--- config.mk ---
export PLATFORM = sky130hd
export DESIGN_NAME = encoder_menu_servo_sweep_controller_unit
export DESIGN_NICKNAME = d
export VERILOG_FILES = /design/src/hw/rtl/emssc_pkg.sv /design/src/hw/rtl/encoder_menu_servo_sweep_controller_unit.sv
export SDC_FILE = /design/constraint.sdc
export NUM_CORES = 1
export LEC_CHECK = 0
export ABC_CLOCK_PERIOD_IN_PS = 16200
export BUFFER_PORTS_ARGS = -buffer_cell sky130_fd_sc_hd__buf_2
export CORE_MARGIN = 2
export CORE_UTILIZATION = 36
export DETAILED_ROUTE_END_ITERATION = 12
export PLACE_DENSITY = 0.51
export SKIP_CTS_REPAIR_TIMING = 1
export SYNTH_ARGS = -nofsm -noshare
export SYNTH_HDL_FRONTEND = slang
export SYNTH_SLANG_ARGS = --single-unit
export TNS_END_PERCENT = 10
--- constraint.sdc ---
create_clock -name clk -period 16.2 [get_ports clk]
set_input_delay 4.05 -clock clk [delete_from_list [all_inputs] [get_ports clk]]
set_output_delay 4.05 -clock clk [all_outputs]
set_load 0.01 [all_outputs]
--- src/hw/rtl/emssc_pkg.sv ---
package emssc_pkg;

  typedef enum logic [2:0] {
    SCR_MAIN      = 3'd0,
    SCR_MANUAL    = 3'd1,
    SCR_SET_MIN   = 3'd2,
    SCR_SET_MAX   = 3'd3,
    SCR_SET_SPEED = 3'd4,
    SCR_SWEEP     = 3'd5,
    SCR_PAUSED    = 3'd6
  } screen_t;

  localparam logic CFG_ALARM_LOW  = 1'b0;
  localparam logic CFG_ALARM_HIGH = 1'b1;

  localparam logic [7:0] ANGLE_MAX      = 8'd180;
  localparam logic [7:0] MANUAL_HOME    = 8'd90;
  localparam logic [7:0] ALARM_LOW_RST  = 8'd50;
  localparam logic [7:0] ALARM_HIGH_RST = 8'd110;

  localparam logic [6:0] MIN_LO   = 7'd50;
  localparam logic [6:0] MIN_HI   = 7'd70;
  localparam logic [6:0] MAX_LO   = 7'd95;
  localparam logic [6:0] MAX_HI   = 7'd110;
  localparam logic [6:0] SPEED_LO = 7'd10;
  localparam logic [6:0] SPEED_HI = 7'd100;
  localparam logic [6:0] MIN_RST   = 7'd60;
  localparam logic [6:0] MAX_RST   = 7'd100;
  localparam logic [6:0] SPEED_RST = 7'd15;
  localparam logic [6:0] MS_SAT    = 7'd127;
  localparam logic signed [9:0] SETTING_STEP = 10'sd5;

  typedef struct packed {
    logic signed [1:0] step;
    logic              click;
    logic              tick;
  } in_word_t;

  typedef struct packed {
    logic [2:0] screen;
    logic       selection;
    logic [7:0] servo_angle;
    logic       servo_write;
    logic       alarm;
    logic [6:0] therapy_min;
    logic [6:0] therapy_max;
    logic [6:0] therapy_speed;
    logic [7:0] manual_angle;
  } out_word_t;

endpackage

--- src/hw/rtl/encoder_menu_servo_sweep_controller_unit.sv ---
// Menu and servo sweep controller. Each input word is one encoder poll (step,
// click, millisecond tick) and yields exactly one result word in the cycle after
// it is accepted. All screen logic sits between the state registers and a
// single result register, so a new poll is taken every cycle while the output
// side keeps up; when a result is stalled, in_ready drops until it is taken.
// alarm_low and alarm_high may be rewritten through the cfg port at any time
// the block is idle; they take effect on the next commanded servo angle.
module encoder_menu_servo_sweep_controller_unit #(
  parameter logic [7:0] CENTER_ANGLE = 8'd90
) (
  input  logic                 clk,
  input  logic                 rst_n,
  input  logic                 in_valid,
  output logic                 in_ready,
  input  emssc_pkg::in_word_t  in_word,
  output logic                 out_valid,
  input  logic                 out_ready,
  output emssc_pkg::out_word_t out_word,
  input  logic                 cfg_we,
  input  logic                 cfg_addr,
  input  logic [7:0]           cfg_wdata
);

  // Adds a signed delta to a value and clamps the sum into lo..hi.
  function automatic logic [7:0] clamp_add(input logic [7:0] val,
                                           input logic signed [9:0] delta,
                                           input logic [7:0] lo,
                                           input logic [7:0] hi);
    logic signed [9:0] sum;
    sum = $signed({2'b00, val}) + delta;
    if (sum < $signed({2'b00, lo})) begin
      return lo;
    end else if (sum > $signed({2'b00, hi})) begin
      return hi;
    end else begin
      return sum[7:0];
    end
  endfunction

  emssc_pkg::screen_t screen_r, screen_nxt;
  logic       choice_r, choice_nxt;
  logic [7:0] manual_r, manual_nxt;
  logic [6:0] low_r, low_nxt;
  logic [6:0] high_r, high_nxt;
  logic [6:0] period_r, period_nxt;
  logic [7:0] pos_r, pos_nxt;
  logic       rising_r, rising_nxt;
  logic [6:0] ms_r, ms_nxt;
  logic       alarm_r, alarm_nxt;
  logic [7:0] servo_r, servo_nxt;
  logic [7:0] alarm_lo_r, alarm_hi_r;
  logic       out_valid_r;
  emssc_pkg::out_word_t out_word_r, out_word_nxt;

  logic              accept;
  logic              moved;
  logic signed [9:0] step_one;
  logic signed [9:0] step_five;
  logic [6:0]        ms_cnt;
  logic              wrote;
  logic [7:0]        low_sum;
  logic [7:0]        high_sum;
  logic [7:0]        period_sum;

  assign in_ready  = !out_valid_r || out_ready;
  assign accept    = in_valid && in_ready;
  assign out_valid = out_valid_r;
  assign out_word  = out_word_r;

  // The unused step code 2'b10 counts as a backward step.
  assign moved     = (in_word.step != 2'sd0);
  assign step_one  = (in_word.step == 2'sd1) ? 10'sd1 : -10'sd1;
  assign step_five = (in_word.step == 2'sd1) ? emssc_pkg::SETTING_STEP
                                             : -emssc_pkg::SETTING_STEP;
  assign ms_cnt    = (in_word.tick && ms_r != emssc_pkg::MS_SAT) ? ms_r + 7'd1 : ms_r;

  assign low_sum    = clamp_add({1'b0, low_r}, step_five, {1'b0, emssc_pkg::MIN_LO},
                                {1'b0, emssc_pkg::MIN_HI});
  assign high_sum   = clamp_add({1'b0, high_r}, step_five, {1'b0, emssc_pkg::MAX_LO},
                                {1'b0, emssc_pkg::MAX_HI});
  assign period_sum = clamp_add({1'b0, period_r}, step_five,
                                {1'b0, emssc_pkg::SPEED_LO},
                                {1'b0, emssc_pkg::SPEED_HI});

  always_comb begin
    screen_nxt = screen_r;
    choice_nxt = choice_r;
    manual_nxt = manual_r;
    low_nxt    = low_r;
    high_nxt   = high_r;
    period_nxt = period_r;
    pos_nxt    = pos_r;
    rising_nxt = rising_r;
    ms_nxt     = ms_cnt;
    alarm_nxt  = alarm_r;
    servo_nxt  = servo_r;
    wrote      = 1'b0;
    case (screen_r)
      emssc_pkg::SCR_MANUAL: begin
        if (moved) begin
          manual_nxt = clamp_add(manual_r, step_one, 8'd0, emssc_pkg::ANGLE_MAX);
          servo_nxt  = manual_nxt;
          alarm_nxt  = (manual_nxt < alarm_lo_r) || (manual_nxt > alarm_hi_r);
          wrote      = 1'b1;
        end
        if (in_word.click) begin
          alarm_nxt  = 1'b0;
          screen_nxt = emssc_pkg::SCR_MAIN;
          choice_nxt = 1'b0;
          manual_nxt = emssc_pkg::MANUAL_HOME;
        end
      end
      emssc_pkg::SCR_SET_MIN: begin
        if (moved) begin
          low_nxt = low_sum[6:0];
        end
        if (in_word.click) begin
          screen_nxt = emssc_pkg::SCR_SET_MAX;
        end
      end
      emssc_pkg::SCR_SET_MAX: begin
        if (moved) begin
          high_nxt = high_sum[6:0];
        end
        if (in_word.click) begin
          screen_nxt = emssc_pkg::SCR_SET_SPEED;
        end
      end
      emssc_pkg::SCR_SET_SPEED: begin
        if (moved) begin
          period_nxt = period_sum[6:0];
        end
        if (in_word.click) begin
          screen_nxt = emssc_pkg::SCR_SWEEP;
          pos_nxt    = CENTER_ANGLE;
          rising_nxt = 1'b1;
          ms_nxt     = 7'd0;
        end
      end
      emssc_pkg::SCR_SWEEP: begin
        if (ms_cnt >= period_r) begin
          ms_nxt  = 7'd0;
          pos_nxt = clamp_add(pos_r, rising_r ? 10'sd1 : -10'sd1, 8'd0,
                              emssc_pkg::ANGLE_MAX);
          if (pos_nxt >= {1'b0, high_r}) begin
            rising_nxt = 1'b0;
          end
          if (pos_nxt <= {1'b0, low_r}) begin
            rising_nxt = 1'b1;
          end
          servo_nxt = pos_nxt;
          alarm_nxt = (pos_nxt < alarm_lo_r) || (pos_nxt > alarm_hi_r);
          wrote     = 1'b1;
        end
        if (in_word.click) begin
          alarm_nxt  = 1'b0;
          screen_nxt = emssc_pkg::SCR_PAUSED;
          choice_nxt = 1'b0;
        end
      end
      emssc_pkg::SCR_PAUSED: begin
        if (moved) begin
          choice_nxt = !choice_r;
        end
        if (in_word.click) begin
          if (!choice_nxt) begin
            screen_nxt = emssc_pkg::SCR_SWEEP;
          end else begin
            screen_nxt = emssc_pkg::SCR_MAIN;
            choice_nxt = 1'b0;
          end
        end
      end
      default: begin
        // Main menu; an unused screen code behaves the same way.
        if (moved) begin
          choice_nxt = !choice_r;
        end
        if (in_word.click) begin
          screen_nxt = choice_nxt ? emssc_pkg::SCR_SET_MIN : emssc_pkg::SCR_MANUAL;
        end
      end
    endcase

    out_word_nxt.screen        = screen_nxt;
    out_word_nxt.selection     = choice_nxt;
    out_word_nxt.servo_angle   = servo_nxt;
    out_word_nxt.servo_write   = wrote;
    out_word_nxt.alarm         = alarm_nxt;
    out_word_nxt.therapy_min   = low_nxt;
    out_word_nxt.therapy_max   = high_nxt;
    out_word_nxt.therapy_speed = period_nxt;
    out_word_nxt.manual_angle  = manual_nxt;
  end

  always_ff @(posedge clk) begin
    if (!rst_n) begin
      screen_r    <= emssc_pkg::SCR_MAIN;
      choice_r    <= 1'b0;
      manual_r    <= emssc_pkg::MANUAL_HOME;
      low_r       <= emssc_pkg::MIN_RST;
      high_r      <= emssc_pkg::MAX_RST;
      period_r    <= emssc_pkg::SPEED_RST;
      pos_r       <= CENTER_ANGLE;
      rising_r    <= 1'b1;
      ms_r        <= 7'd0;
      alarm_r     <= 1'b0;
      servo_r     <= CENTER_ANGLE;
      out_valid_r <= 1'b0;
    end else begin
      if (accept) begin
        screen_r <= screen_nxt;
        choice_r <= choice_nxt;
        manual_r <= manual_nxt;
        low_r    <= low_nxt;
        high_r   <= high_nxt;
        period_r <= period_nxt;
        pos_r    <= pos_nxt;
        rising_r <= rising_nxt;
        ms_r     <= ms_nxt;
        alarm_r  <= alarm_nxt;
        servo_r  <= servo_nxt;
      end
      if (accept) begin
        out_valid_r <= 1'b1;
      end else if (out_ready) begin
        out_valid_r <= 1'b0;
      end
    end
  end

  always_ff @(posedge clk) begin
    if (!rst_n) begin
      alarm_lo_r <= emssc_pkg::ALARM_LOW_RST;
      alarm_hi_r <= emssc_pkg::ALARM_HIGH_RST;
    end else if (cfg_we) begin
      case (cfg_addr)
        emssc_pkg::CFG_ALARM_LOW:  alarm_lo_r <= cfg_wdata;
        emssc_pkg::CFG_ALARM_HIGH: alarm_hi_r <= cfg_wdata;
        default: ;
      endcase
    end
  end

  always_ff @(posedge clk) begin
    if (accept) begin
      out_word_r <= out_word_nxt;
    end
  end

endmodule

---- After elaboration in Yosys (flattened, before gate mapping) ----
Index checks and enable logic that the tools add are counted.
cells by class
  $lt $le $gt $ge ......................... 17
  reduce and logical (&&, ||, !) cells .... 17
  add/subtract/negate cells ............... 6
  muxes and demuxes ....................... 67
  bitwise logic cells ..................... 1
  equality and inequality tests ........... 11
operator list
  operator             number
  $mux 8               15
  $mux 7               15
  $pmux 8 s2           2
  $add 8x10->10        3
  $gt 10x8->1 const B  3
  $mux 10              3
  $mux 3               8
  $add 9x10->10        2
  $gt 10x9->1 const B  2
  $lt 10x1->1 const B  2
  $pmux 3 s6           1
  $mux 1               17
  $gt 8x8->1           2
  $lt 8x8->1           2
  $pmux 7 s2           1
  $lt 10x5->1 const B  1
  $lt 10x7->1 const B  1
  $lt 10x8->1 const B  1
  $eq 3x3->1 const B   3
  $ge 8x7->1           1
  $le 8x7->1           1
  $add 7x1->7 const B  1
  $ge 7x7->1           1
  $ne 7x7->1 const B   1
  other kinds (19)     30
storage, ports and cells
  bits in registers ....................... 118
  bits of input ports ..................... 18

---- Logic depth before layout (Yosys ltp) ----
Gate-level depths: netlist (run 1).
  depth after elaboration ................. 13
  mapped depth ............................ 24
  gate-level depth less buffers ........... 20

---- Worst setup path before layout (run 1) ----
OpenSTA, ideal clock, no wires.
  path kind ............................... input port to flip-flop
  from .................................... input port in_word[2] (netlist bit)
  to ...................................... register alarm_r
  buffers on the path ..................... 4
  arrival time ............................ 8.989 ns
  data required time ...................... 16.085 ns
  slack ................................... 7.096 ns
  stages .................................. 23
  cell sequence ........................... clkbuf_1 > nand2b_1 > clkbuf_1 > inv_2 > buf_2 > fa_1 > nand2b_1 > a21oi_1 > or3_1 > nand3_1 > o21ai_2 > and3_1 > clkbuf_1 > and2_1 > ha_1 > a21o_1 > nand2_1 > a31oi_1 > a2111oi_0 > o31a_1 > o211ai_1 > a311o_1 > o21ba_1
between the ends
  longest elaborated chain between the ends .. 13
  elaborated cells between the ends (all ways) .. 16
  those cells by class .................... add/sub: 1; order compare: 4; eq/ne: 1; mux: 8; reduce/logical: 2
RTL lines
  element                                          line                                             source
  start, declared                                  encoder_menu_servo_sweep_controller_unit.sv:15   input emssc_pkg::in_word_t in_word,
  $eq 2x2->1                                       encoder_menu_servo_sweep_controller_unit.sv:72   assign step_one = (in_word.step == 2'sd1) ? 10'sd1 : -10'sd1;
  $mux 10                                          encoder_menu_servo_sweep_controller_unit.sv:72
  $add 9x10->10                                    encoder_menu_servo_sweep_controller_unit.sv:30   sum = $signed({2'b00, val}) + delta;
  $gt 10x9->1                                      encoder_menu_servo_sweep_controller_unit.sv:33   end else if (sum > $signed({2'b00, hi})) begin
  $mux 8                                           encoder_menu_servo_sweep_controller_unit.sv:33
  $mux 8                                           encoder_menu_servo_sweep_controller_unit.sv:31   if (sum < $signed({2'b00, lo})) begin
  $mux 8                                           encoder_menu_servo_sweep_controller_unit.sv:100  if (moved) begin
  $mux 8                                           encoder_menu_servo_sweep_controller_unit.sv:98   case (screen_r)
  $lt 8x8->1 / $gt 8x8->1 (equally long branches)  encoder_menu_servo_sweep_controller_unit.sv:103  alarm_nxt = (manual_nxt < alarm_lo_r) || (manual_nxt > alarm_hi_r);
  $logic_or 1x1->1                                 encoder_menu_servo_sweep_controller_unit.sv:103
  $mux 1 (*)                                       encoder_menu_servo_sweep_controller_unit.sv:100
  $mux 1 (*)                                       encoder_menu_servo_sweep_controller_unit.sv:106  if (in_word.click) begin
  $pmux 1 s2 (*)                                   encoder_menu_servo_sweep_controller_unit.sv:98
  named net alarm_nxt                              encoder_menu_servo_sweep_controller_unit.sv:49   logic alarm_r, alarm_nxt;
  end signal, assigned                             encoder_menu_servo_sweep_controller_unit.sv:221  alarm_r <= alarm_nxt;
  end, declared                                    encoder_menu_servo_sweep_controller_unit.sv:49
The timed path passes the listed nets; every way through them passes the cells marked *. The select of a mux whose other input is x is not followed.
A chain may end at the register's enable or synchronous reset.

---- Worst setup path after layout (run 1) ----
  from .................................... input port in_word[3] (netlist bit)
  to ...................................... register alarm_r
The elaborated chain is that of the path after synthesis.

==> results of run 1 <==
## critical path, delay by kind of cell
family                   cells  cell delay [ns]
AND/OR/NAND/NOR              5             0.96
buffers and inverters        3             0.85
adder cells (fa/ha/maj)      2             0.73
AO/OA/AOI/OAI               11             2.32
## worst paths after layout
kind | from | endpoint | depth (start not counted)
max reg2reg | pos_r[0] | alarm_r | 18
min reg2reg | alarm_lo_r[3] | alarm_lo_r[3] | 2
min | alarm_lo_r[3] | alarm_lo_r[3] | 2
max | in_word[3] | alarm_r | 21
## cell families after synthesis
kind of cell	count (synthesis)
AO/OA/AOI/OAI	345
AND/OR/NAND/NOR	306
flip-flops	118
buffers and inverters	108
adder cells (fa/ha/maj)	99
XOR/XNOR	31
multiplexers	6
## area by class of cell
class	count	area, µm²	share of cell area [%]
inverters	74	278	2.82
multi-input cells	787	5470	55.6
well taps	319	399	4.06
repair buffers	70	370	3.77
clock buffers	23	469	4.77
flip-flops and latches	118	2790	28.4
clock inverters	9	53.8	0.547
## where the power goes
group	internal, W	switching [W]	leakage (nW)	total [W]
Clock	0.000203	0.000137	0.264	0.000340
Sequential	0.000322	0.00000829	0.993	0.000330
Combinational	0.0000600	0.000104	2.83	0.000164
Total	0.000585	0.000250	4.09	0.000835
## metrics by stage
step           utilization, %  hold WS, ns
6_report                 41.8        0.455
5_1_grt                  41.8        0.480
4_1_cts                  41.8        0.458
3_5_place_dp             39.6        0.450
3_3_place_gp             39.6        0.446
2_1_floorplan               -        0.436
## layout by cell type, fill, tap and decap left out, drive strengths merged, types with 6 or more instances in the layout
cell type / synthesis / layout
a31oi: 11 / 11
o21a: 15 / 15
nand2b: 22 / 22
clkinv: 0 / 8
or2: 8 / 8
nand3: 29 / 29
a22oi: 10 / 10
a32oi: 6 / 6
nor2b: 13 / 13
xnor2: 20 / 20
nor3b: 7 / 7
nand2: 91 / 91
o22ai: 10 / 10
a21o: 27 / 27
and2: 6 / 6
inv: 74 / 75
a211oi: 13 / 13
a211o: 7 / 7
o21ai: 69 / 69
buf: 6 / 70
nor2: 77 / 77
clkbuf: 28 / 23
nor3: 20 / 20
a21oi: 78 / 78
a2111oi: 6 / 6
o221ai: 7 / 7
xor2: 11 / 11
edfxtp: 43 / 43
ha: 94 / 94
dfxtp: 75 / 75
o211ai: 19 / 19
## per-layer routing
layer	vias to the layer above	GRT usage [%]	wire length (µm)
li1	3872	-	-
met1	3767	27.0	11800
met2	199	33.1	11800
met3	32	3.18	1130
met4	0	6.20	490
met5	-	0	0
## flip-flops by register name (all words and copies together) (netlist names)
register / cells
alarm_hi_r: 8
alarm_lo_r: 8
alarm_r: 1
choice_r: 1
high_r: 7
low_r: 7
manual_r: 8
ms_r: 7
out_valid: 1
out_word: 43
period_r: 7
pos_r: 8
rising_r: 1
screen_r: 3
servo_r: 8
==> impl_metrics.toml, run 1 <==
[outcome]
status = "finished, final reports clean"

[yosys]
synth_nets = 1130
ys_top_cells_by_count = "ha_1, nand2_1, a21oi_1"
synth_top_area_share_pct = 17.3
ys_ff_latch = 118
syn_avg_cell_area_um2 = 8.57
synth_flop_cell = "dfxtp_1"
yosysTopAreaCell = "dfxtp_1"
synth_edf_count = 43
synthXorXnorAreaFrac_pct = 3.13
synthSimpleGateAreaFrac_pct = 17.0
muxShareOfSynthArea_pct = 0.721
yosys-top-cells-area = "dfxtp_1, edfxtp_1, ha_1"
ys_types = 83
yosysMostFrequentCell = "ha_1"
synthCells = 1013
ys_warn_count = 0
synthAdderAreaFrac_pct = 14.7
synth-seq-area-share_pct = 32.2
synth_compound_area_share_pct = 27.5
synth_top_family_by_area = "compound AO/OA/AOI/OAI gates"
ys_async_sr_fraction_pct = 0
syn_area_mm2 = 0.00868

[sta]
timing.slew.headroom_pct = 35.5
fin_tns_setup_ns = 0
final_hold_viol_count = 0
finalMaxSlewViolations = 0
finalSetupViolations = 0
fin_crit_ns = 8.63
rsz0062_at_grt = "false"
skew_ns = 0.0163
worst_pin_slew_ns = 0.968
fin_crit_sh_pct = 53.3
fin_ws_ns = 7.57
fmax_mhz = 116

[route]
num_vias = 7870
ant_nets = 0
firstDrtPassIters = 5
wirelength_um = 25200
via_per_inst = 5.62
wl_per_cell_um = 18.0
drc_errors = 0
drtIter0Drc = 516

[floorplanning]
die_h_um = 159
row_count = 56
start_util_pct = 36.9
dieWidth_um = 159
boundaryPins = 63
coreArea_mm2 = 0.0235
die_area_mm2 = 0.0254

[clocking]
numCtsBuffers = 17
clock-sinks = 118
cts_tree = "built"
clk_pin_slew_ns = 0.06
cts-root-buf = "clkbuf_16"
clockBufferDepth = 2
clkLatencyLatePin_ns = 0.42
htreeDepth = 4

[critical_path]
worstSetupPathType = "in2reg"
crit_required_ns = 16.51
rrSetupSlack_ns = 10.70
critical_path.cell_chain = "buf_2, nand2b_1, buf_4, inv_2, fa_1, nand2b_1, a21oi_1, o41a_1, a211o_1, o21a_1, and3_1, and2_1, ha_1, a21o_1, nand2_1, a31oi_1, a2111oi_0, o31a_1, o211ai_1, a311o_1, o21ba_1"
cp_slowest_cell = "fa_1"
end_kind = "flip-flop"
cp_max_fo = 36
slowest_delay_ns = 0.47
worstPathArrival_ns = 8.94
crit_top_cell = "nand2b_1"
start_kind = "primary input"

[flow_run]
drv_cap = 0

[global_route]
grt_pass1_vias = 7531
grt_pass1_wl_um = 40500
grt_max_degree = 74
grt_usage_pct = 20.0
overflow = 0
antenna_found_initial = 0

[cells_and_area]
layout-drive-gt1-share_pct = 10.9
fin_cells = 1400
area_growth_pct = 13.3
fill_cells = 2387
nNetsFinal = 1185
diodes = 0
design_area_mm2 = 0.00983

[place]
place_ws_ns = 7.20
gp_congestion = 0.892
port_buffers = 62
place_inst = 1368
dpl_cell_area_mm2 = 0.00931
dp_hpwl_um = 18300

[pwr]
vdd_drop_max_mv = 0.0571
p_leak_nw = 4.09
power_w = 0.000835
powerDensity_mw_per_mm2 = 84.9

[hold_path]
worstHoldPathType = "reg2reg"
Note: power is estimated with default switching activity, not from simulation.
==> run 2, diff against run 1 <==
ABC_CLOCK_PERIOD_IN_PS = 7300   (was 16200)
PLACE_DENSITY = 0.53   (was 0.51)
clock period = 7.3 ns   (was 16.2 ns; I/O delays follow)
==> run 2 against run 1 <==
Compared with the run above: sequential power grew 120%; worst setup slack lost 6.4 ns; core utilization increased by 0.074 points; cell area increased by 0.18%; critical path depth is 1 lower; die area unchanged; first-iteration DRC count up 6.6%; via count shrank 1.7%; hold slack got worse by 0.00063 ns; non-clock buffer count grew 3; sequential share of layout area is 0.050 points lower; clock skew decreased by 0.0035 ns; critical path type unchanged; largest power group unchanged; highest routed layer unchanged.
==> impl_metrics.toml, run 2 (same netlist as run 1, synthesis figures left out) <==
[outcome]
status = "finished, final reports clean"

[route]
drc_errors = 0
num_vias = 7733
ant_nets = 0
drtIter0Drc = 550
wirelength_um = 24500
firstDrtPassIters = 7
wl_per_cell_um = 17.4
via_per_inst = 5.51

[hold_path]
min_from = "alarm_lo_r[6]"
worstHoldPathType = "reg2reg"

[critical_path]
critPathLaunch = "in_word[3]"
critical_path.cell_chain = "buf_2, nand2b_1, inv_2, fa_1, nand2b_1, a21oi_1, o41a_1, a211o_1, o21a_1, and3_1, and2_1, ha_1, a21o_1, nand2_1, a31oi_1, a2111oi_0, o31a_1, o211ai_1, a311o_1, o21ba_1"
cp_max_fo = 15
crit_top_cell = "nand2b_1"
cp_top_family = "compound AO/OA/AOI/OAI gates"
end_kind = "flip-flop"
start_kind = "primary input"
cp_slowest_cell = "nand2b_1"
crit_required_ns = 7.62
worstSetupPathType = "in2reg"
slowest_delay_ns = 0.53
worstPathArrival_ns = 6.47
critPathBufInv = 2
rr_startpoint = "pos_r[0]"

[cells_and_area]
largest_register_ffs = 43
final_util_pct = 41.8
most-common-layout-cells = "ha_1, nand2_1, a21oi_1, nor2_1, dfxtp_1"
fill_cells = 2392
nNetsFinal = 1188
final_common_cell = "ha_1"
diodes = 0
layout-drive-gt1-share_pct = 10.9
seqCellArea_mm2 = 0.00279
area_growth_pct = 13.5
multi_input_area_mm2 = 0.00547

[floorplanning]
start_util_pct = 36.9
dieWidth_um = 159
die_area_mm2 = 0.0254
die_h_um = 159
boundaryPins = 63
row_count = 56
coreArea_mm2 = 0.0235

[clocking]
clockBufferDepth = 2
cts_tree = "built"
cts-root-buf = "clkbuf_16"
numCtsBuffers = 17
clkLatencyLatePin_ns = 0.42
htreeDepth = 4
clk_pin_slew_ns = 0.06
clock-sinks = 118

[global_route]
grt_pass1_wl_um = 40100
grt_max_degree = 46
antenna_found_initial = 1
grt_usage_pct = 19.7
overflow = 0
grt_pass1_vias = 7521

[sta]
skew_ns = 0.0128
fin_crit_sh_pct = 84.2
fmax_mhz = 163
final_hold_viol_count = 0
finalMaxSlewViolations = 0
worst_pin_slew_ns = 0.861
timing.slew.headroom_pct = 42.6
rsz0062_at_grt = "false"
fin_crit_ns = 6.15
fin_tns_setup_ns = 0
finalSetupViolations = 0

[place]
dp_hpwl_um = 18200
gp_congestion = 0.889
port_buffers = 62

[pwr]
power_w = 0.00185
powerDensity_mw_per_mm2 = 188
p_leak_nw = 4.09
vdd_drop_max_mv = 0.111

[flow_run]
drv_cap = 0
run 2: final timing paths:
path | end | slack, ns | cells after the start
worst min-delay path | alarm_lo_r[6] | 0.45 | 2
worst max-delay path | alarm_r | 1.15 | 20
worst min register to register | alarm_lo_r[6] | 0.45 | 2
worst max register to register | alarm_r | 1.86 | 18
run 2: power breakdown:
part	total, W	internal (W)	switching [W]
Combinational	0.000365	0.000135	0.000230
Clock	0.000755	0.000459	0.000296
Sequential	0.000733	0.000714	0.0000188
run 2: final cells by class:
type	count	share of cell area (%)
tap	319	4.05
timing repair buffer	73	3.99
sequential	118	28.3
clock inverter	4	0.216
clock buffer	28	5.04
multi-input combinational	787	55.5
inverter	74	2.82
run 2: worst register-to-register path, delay by kind of cell (launching register included):
| family | cells | cell delay [ns] |
|---|---|---|
| compound gates | 12 | 2.90 |
| fa+ha+maj | 2 | 0.84 |
| simple gates | 3 | 1.06 |
| flops | 1 | 0.49 |
| buf+inv | 1 | 0.11 |
run 2: metrics by stage:
stage / std cells / hold slack, ns / instance area, µm² / worst slack, ns
3_3_place_gp: 1371 / 0.444 / 9330 / 0.782
6_report: 1403 / 0.455 / 9850 / 1.15
2_1_floorplan: 1013 / 0.436 / 8680 / 0.421
3_5_place_dp: 1371 / 0.448 / 9330 / 0.748
4_1_cts: 1403 / 0.455 / 9850 / 1.18
5_1_grt: 1403 / 0.486 / 9850 / 0.762
run 2: layer usage:
layer	global-route usage (%)	wire (µm)	vias to the layer above
met5	0	0	-
met4	6.36	519	0
met3	3.86	1030	40
met2	31.4	11200	174
met1	26.7	11700	3614
li1	-	-	3905
==> run 3, diff against run 2 <==
ABC_CLOCK_PERIOD_IN_PS = 4900   (was 7300)
clock period = 4.9 ns   (was 7.3 ns; I/O delays follow)
==> run 3 against run 2 <==
Compared with the run above: via count rose by 2.5%; clock-buffer cell count unchanged; register-to-register slack lost 1.5 ns; largest cell class unchanged; cell count rose by 3.9%; cell area is 7.0% higher; core utilization grew 2.9 points.
==> impl_metrics.toml, run 3 (same netlist as run 1, synthesis figures left out) <==
[route]
wl_per_cell_um = 17.5
drc_errors = 0
wirelength_um = 25500
firstDrtPassIters = 5
via_per_inst = 5.43
num_vias = 7924
ant_nets = 0
drtIter0Drc = 522

[pwr]
power_w = 0.00310
switching_share_pct = 28.2
p_leak_nw = 4.44
vdd_drop_max_mv = 0.199
powerDensity_mw_per_mm2 = 294
p_sw_w = 0.000875
power_frac_clock_pct = 43.8
seqPwrFrac_pct = 35.2
p_int_w = 0.00222
comb_power_share_pct = 21.0

[place]
dp_hpwl_um = 19100
port_buffers = 62
dpl_cell_area_mm2 = 0.00979
gp_congestion = 0.907

[sta]
skew_ns = 0.00803
hold_slack_ns = 0.457
timing.slew.headroom_pct = 47.5
fmax_mhz = 213
fin_crit_ns = 4.70
fin_crit_sh_pct = 95.9
worst_pin_slew_ns = 0.779
fin_tns_setup_ns = 0
finalMaxSlewViolations = 0
finalSetupViolations = 0
final_hold_viol_count = 0

[cells_and_area]
nNetsFinal = 1243
layout-drive-gt1-share_pct = 17.6
area_growth_pct = 21.5
design_area_mm2 = 0.0105
largest_register_ffs = 43
diodes = 0
final_common_cell = "nand2_1"
most-common-layout-cells = "nand2_1, ha_1, nor2_1, dfxtp_1, a21oi_1"
final_util_pct = 44.8

[critical_path]
rr_endpoint = "alarm_r"
crit_required_ns = 5.23
worstPathArrival_ns = 5.02
rr_startpoint = "rising_r"
cp_max_fo = 12
start_kind = "primary input"
critPathLaunch = "in_word[3]"
worstSetupPathType = "in2reg"
reg2regPathDepth = 19
endpoint = "alarm_r"
rrSetupSlack_ns = 0.32
end_kind = "flip-flop"

[global_route]
antenna_found_initial = 0
grt_usage_pct = 20.0
grt_max_degree = 42
grt_pass1_wl_um = 40600
grt_pass1_vias = 7451
overflow = 0

[clocking]
numCtsBuffers = 17
clk_pin_slew_ns = 0.06
htreeDepth = 4
clock-sinks = 118
cts_tree = "built"
cts-root-buf = "clkbuf_16"
clockBufferDepth = 2
clkLatencyLatePin_ns = 0.43

[floorplanning]
start_util_pct = 36.9
coreArea_mm2 = 0.0235
boundaryPins = 63
die_area_mm2 = 0.0254
dieWidth_um = 159
die_h_um = 159
row_count = 56

[flow_run]
drv_cap = 0

[hold_path]
worstHoldPathType = "reg2reg"

[outcome]
status = "finished, final reports clean"
-- run 3: cell count changes in the layout (fill, tap and decap cells not counted), moves of 3 or more --
cell	change
a21oi_1	-4
a21oi_2	+4
buf_4	+55
clkbuf_1	-6
clkbuf_16	+4
ha_1	-4
ha_4	+3
o21ai_0	-3
-- run 3: cell type report --
class                      count  area, µm²
sequential                   118       2790
timing repair buffer         128        806
clock buffer                  28        602
clock inverter                 4       46.3
inverter                      74        285
tap                          319        399
multi-input combinational    787       5610
fill                        2395      13000
-- run 3: power by group through the flow --
stage               Sequential (W)  Combinational (W)  Clock [W]
global placement           0.00111           0.000622          0
CTS                        0.00109           0.000628    0.00138
finish                     0.00109           0.000650    0.00136
floorplan                  0.00111           0.000397          0
global route               0.00110           0.000721    0.00143
detailed placement         0.00111           0.000624          0
-- run 3: worst min-delay path by stage --
stage	start	endpoint	slack, ns	depth (start not counted)
finish	alarm_hi_r[7]	alarm_hi_r[7]	0.46	2
floorplan	pos_r[2]	pos_r[2]	0.44	2
global placement	alarm_lo_r[2]	alarm_lo_r[2]	0.44	2
detailed placement	alarm_hi_r[7]	alarm_hi_r[7]	0.45	2
global route	ms_r[6]	ms_r[6]	0.48	2
CTS	alarm_hi_r[7]	alarm_hi_r[7]	0.46	2
-- run 3: critical path, stage by stage --
cell       delay [ns]
buf_2            0.10
nand2b_4         0.24
ha_1             0.38
o21ai_1          0.17
a21oi_2          0.07
o41a_1           0.36
a211o_1          0.27
o21a_2           0.17
a31oi_1          0.27
ha_1             0.30
nand3_1          0.11
o21bai_1         0.13
a31oi_1          0.13
a2111oi_2        0.33
o31a_1           0.19
o211ai_1         0.08
a311o_1          0.30
o21ba_1          0.17
-- run 3: per-layer routing --
| metal | track usage (%) | vias up | wire length [µm] |
|---|---|---|---|
| li1 | - | 4001 | - |
| met1 | 27.9 | 3762 | 12500 |
| met2 | 32.3 | 131 | 11900 |
| met3 | 2.47 | 30 | 658 |
| met4 | 6.57 | 0 | 456 |
| met5 | 0 | - | 0 |
-- run 3: metrics by stage --
| stage | std cells | setup WS [ns] |
|---|---|---|
| global placement | 1424 | -0.244 |
| finish | 1458 | 0.202 |
| floorplan | 1013 | -0.176 |
| global route | 1458 | -0.0370 |
| detailed placement | 1424 | -0.322 |
| CTS | 1456 | 0.127 |
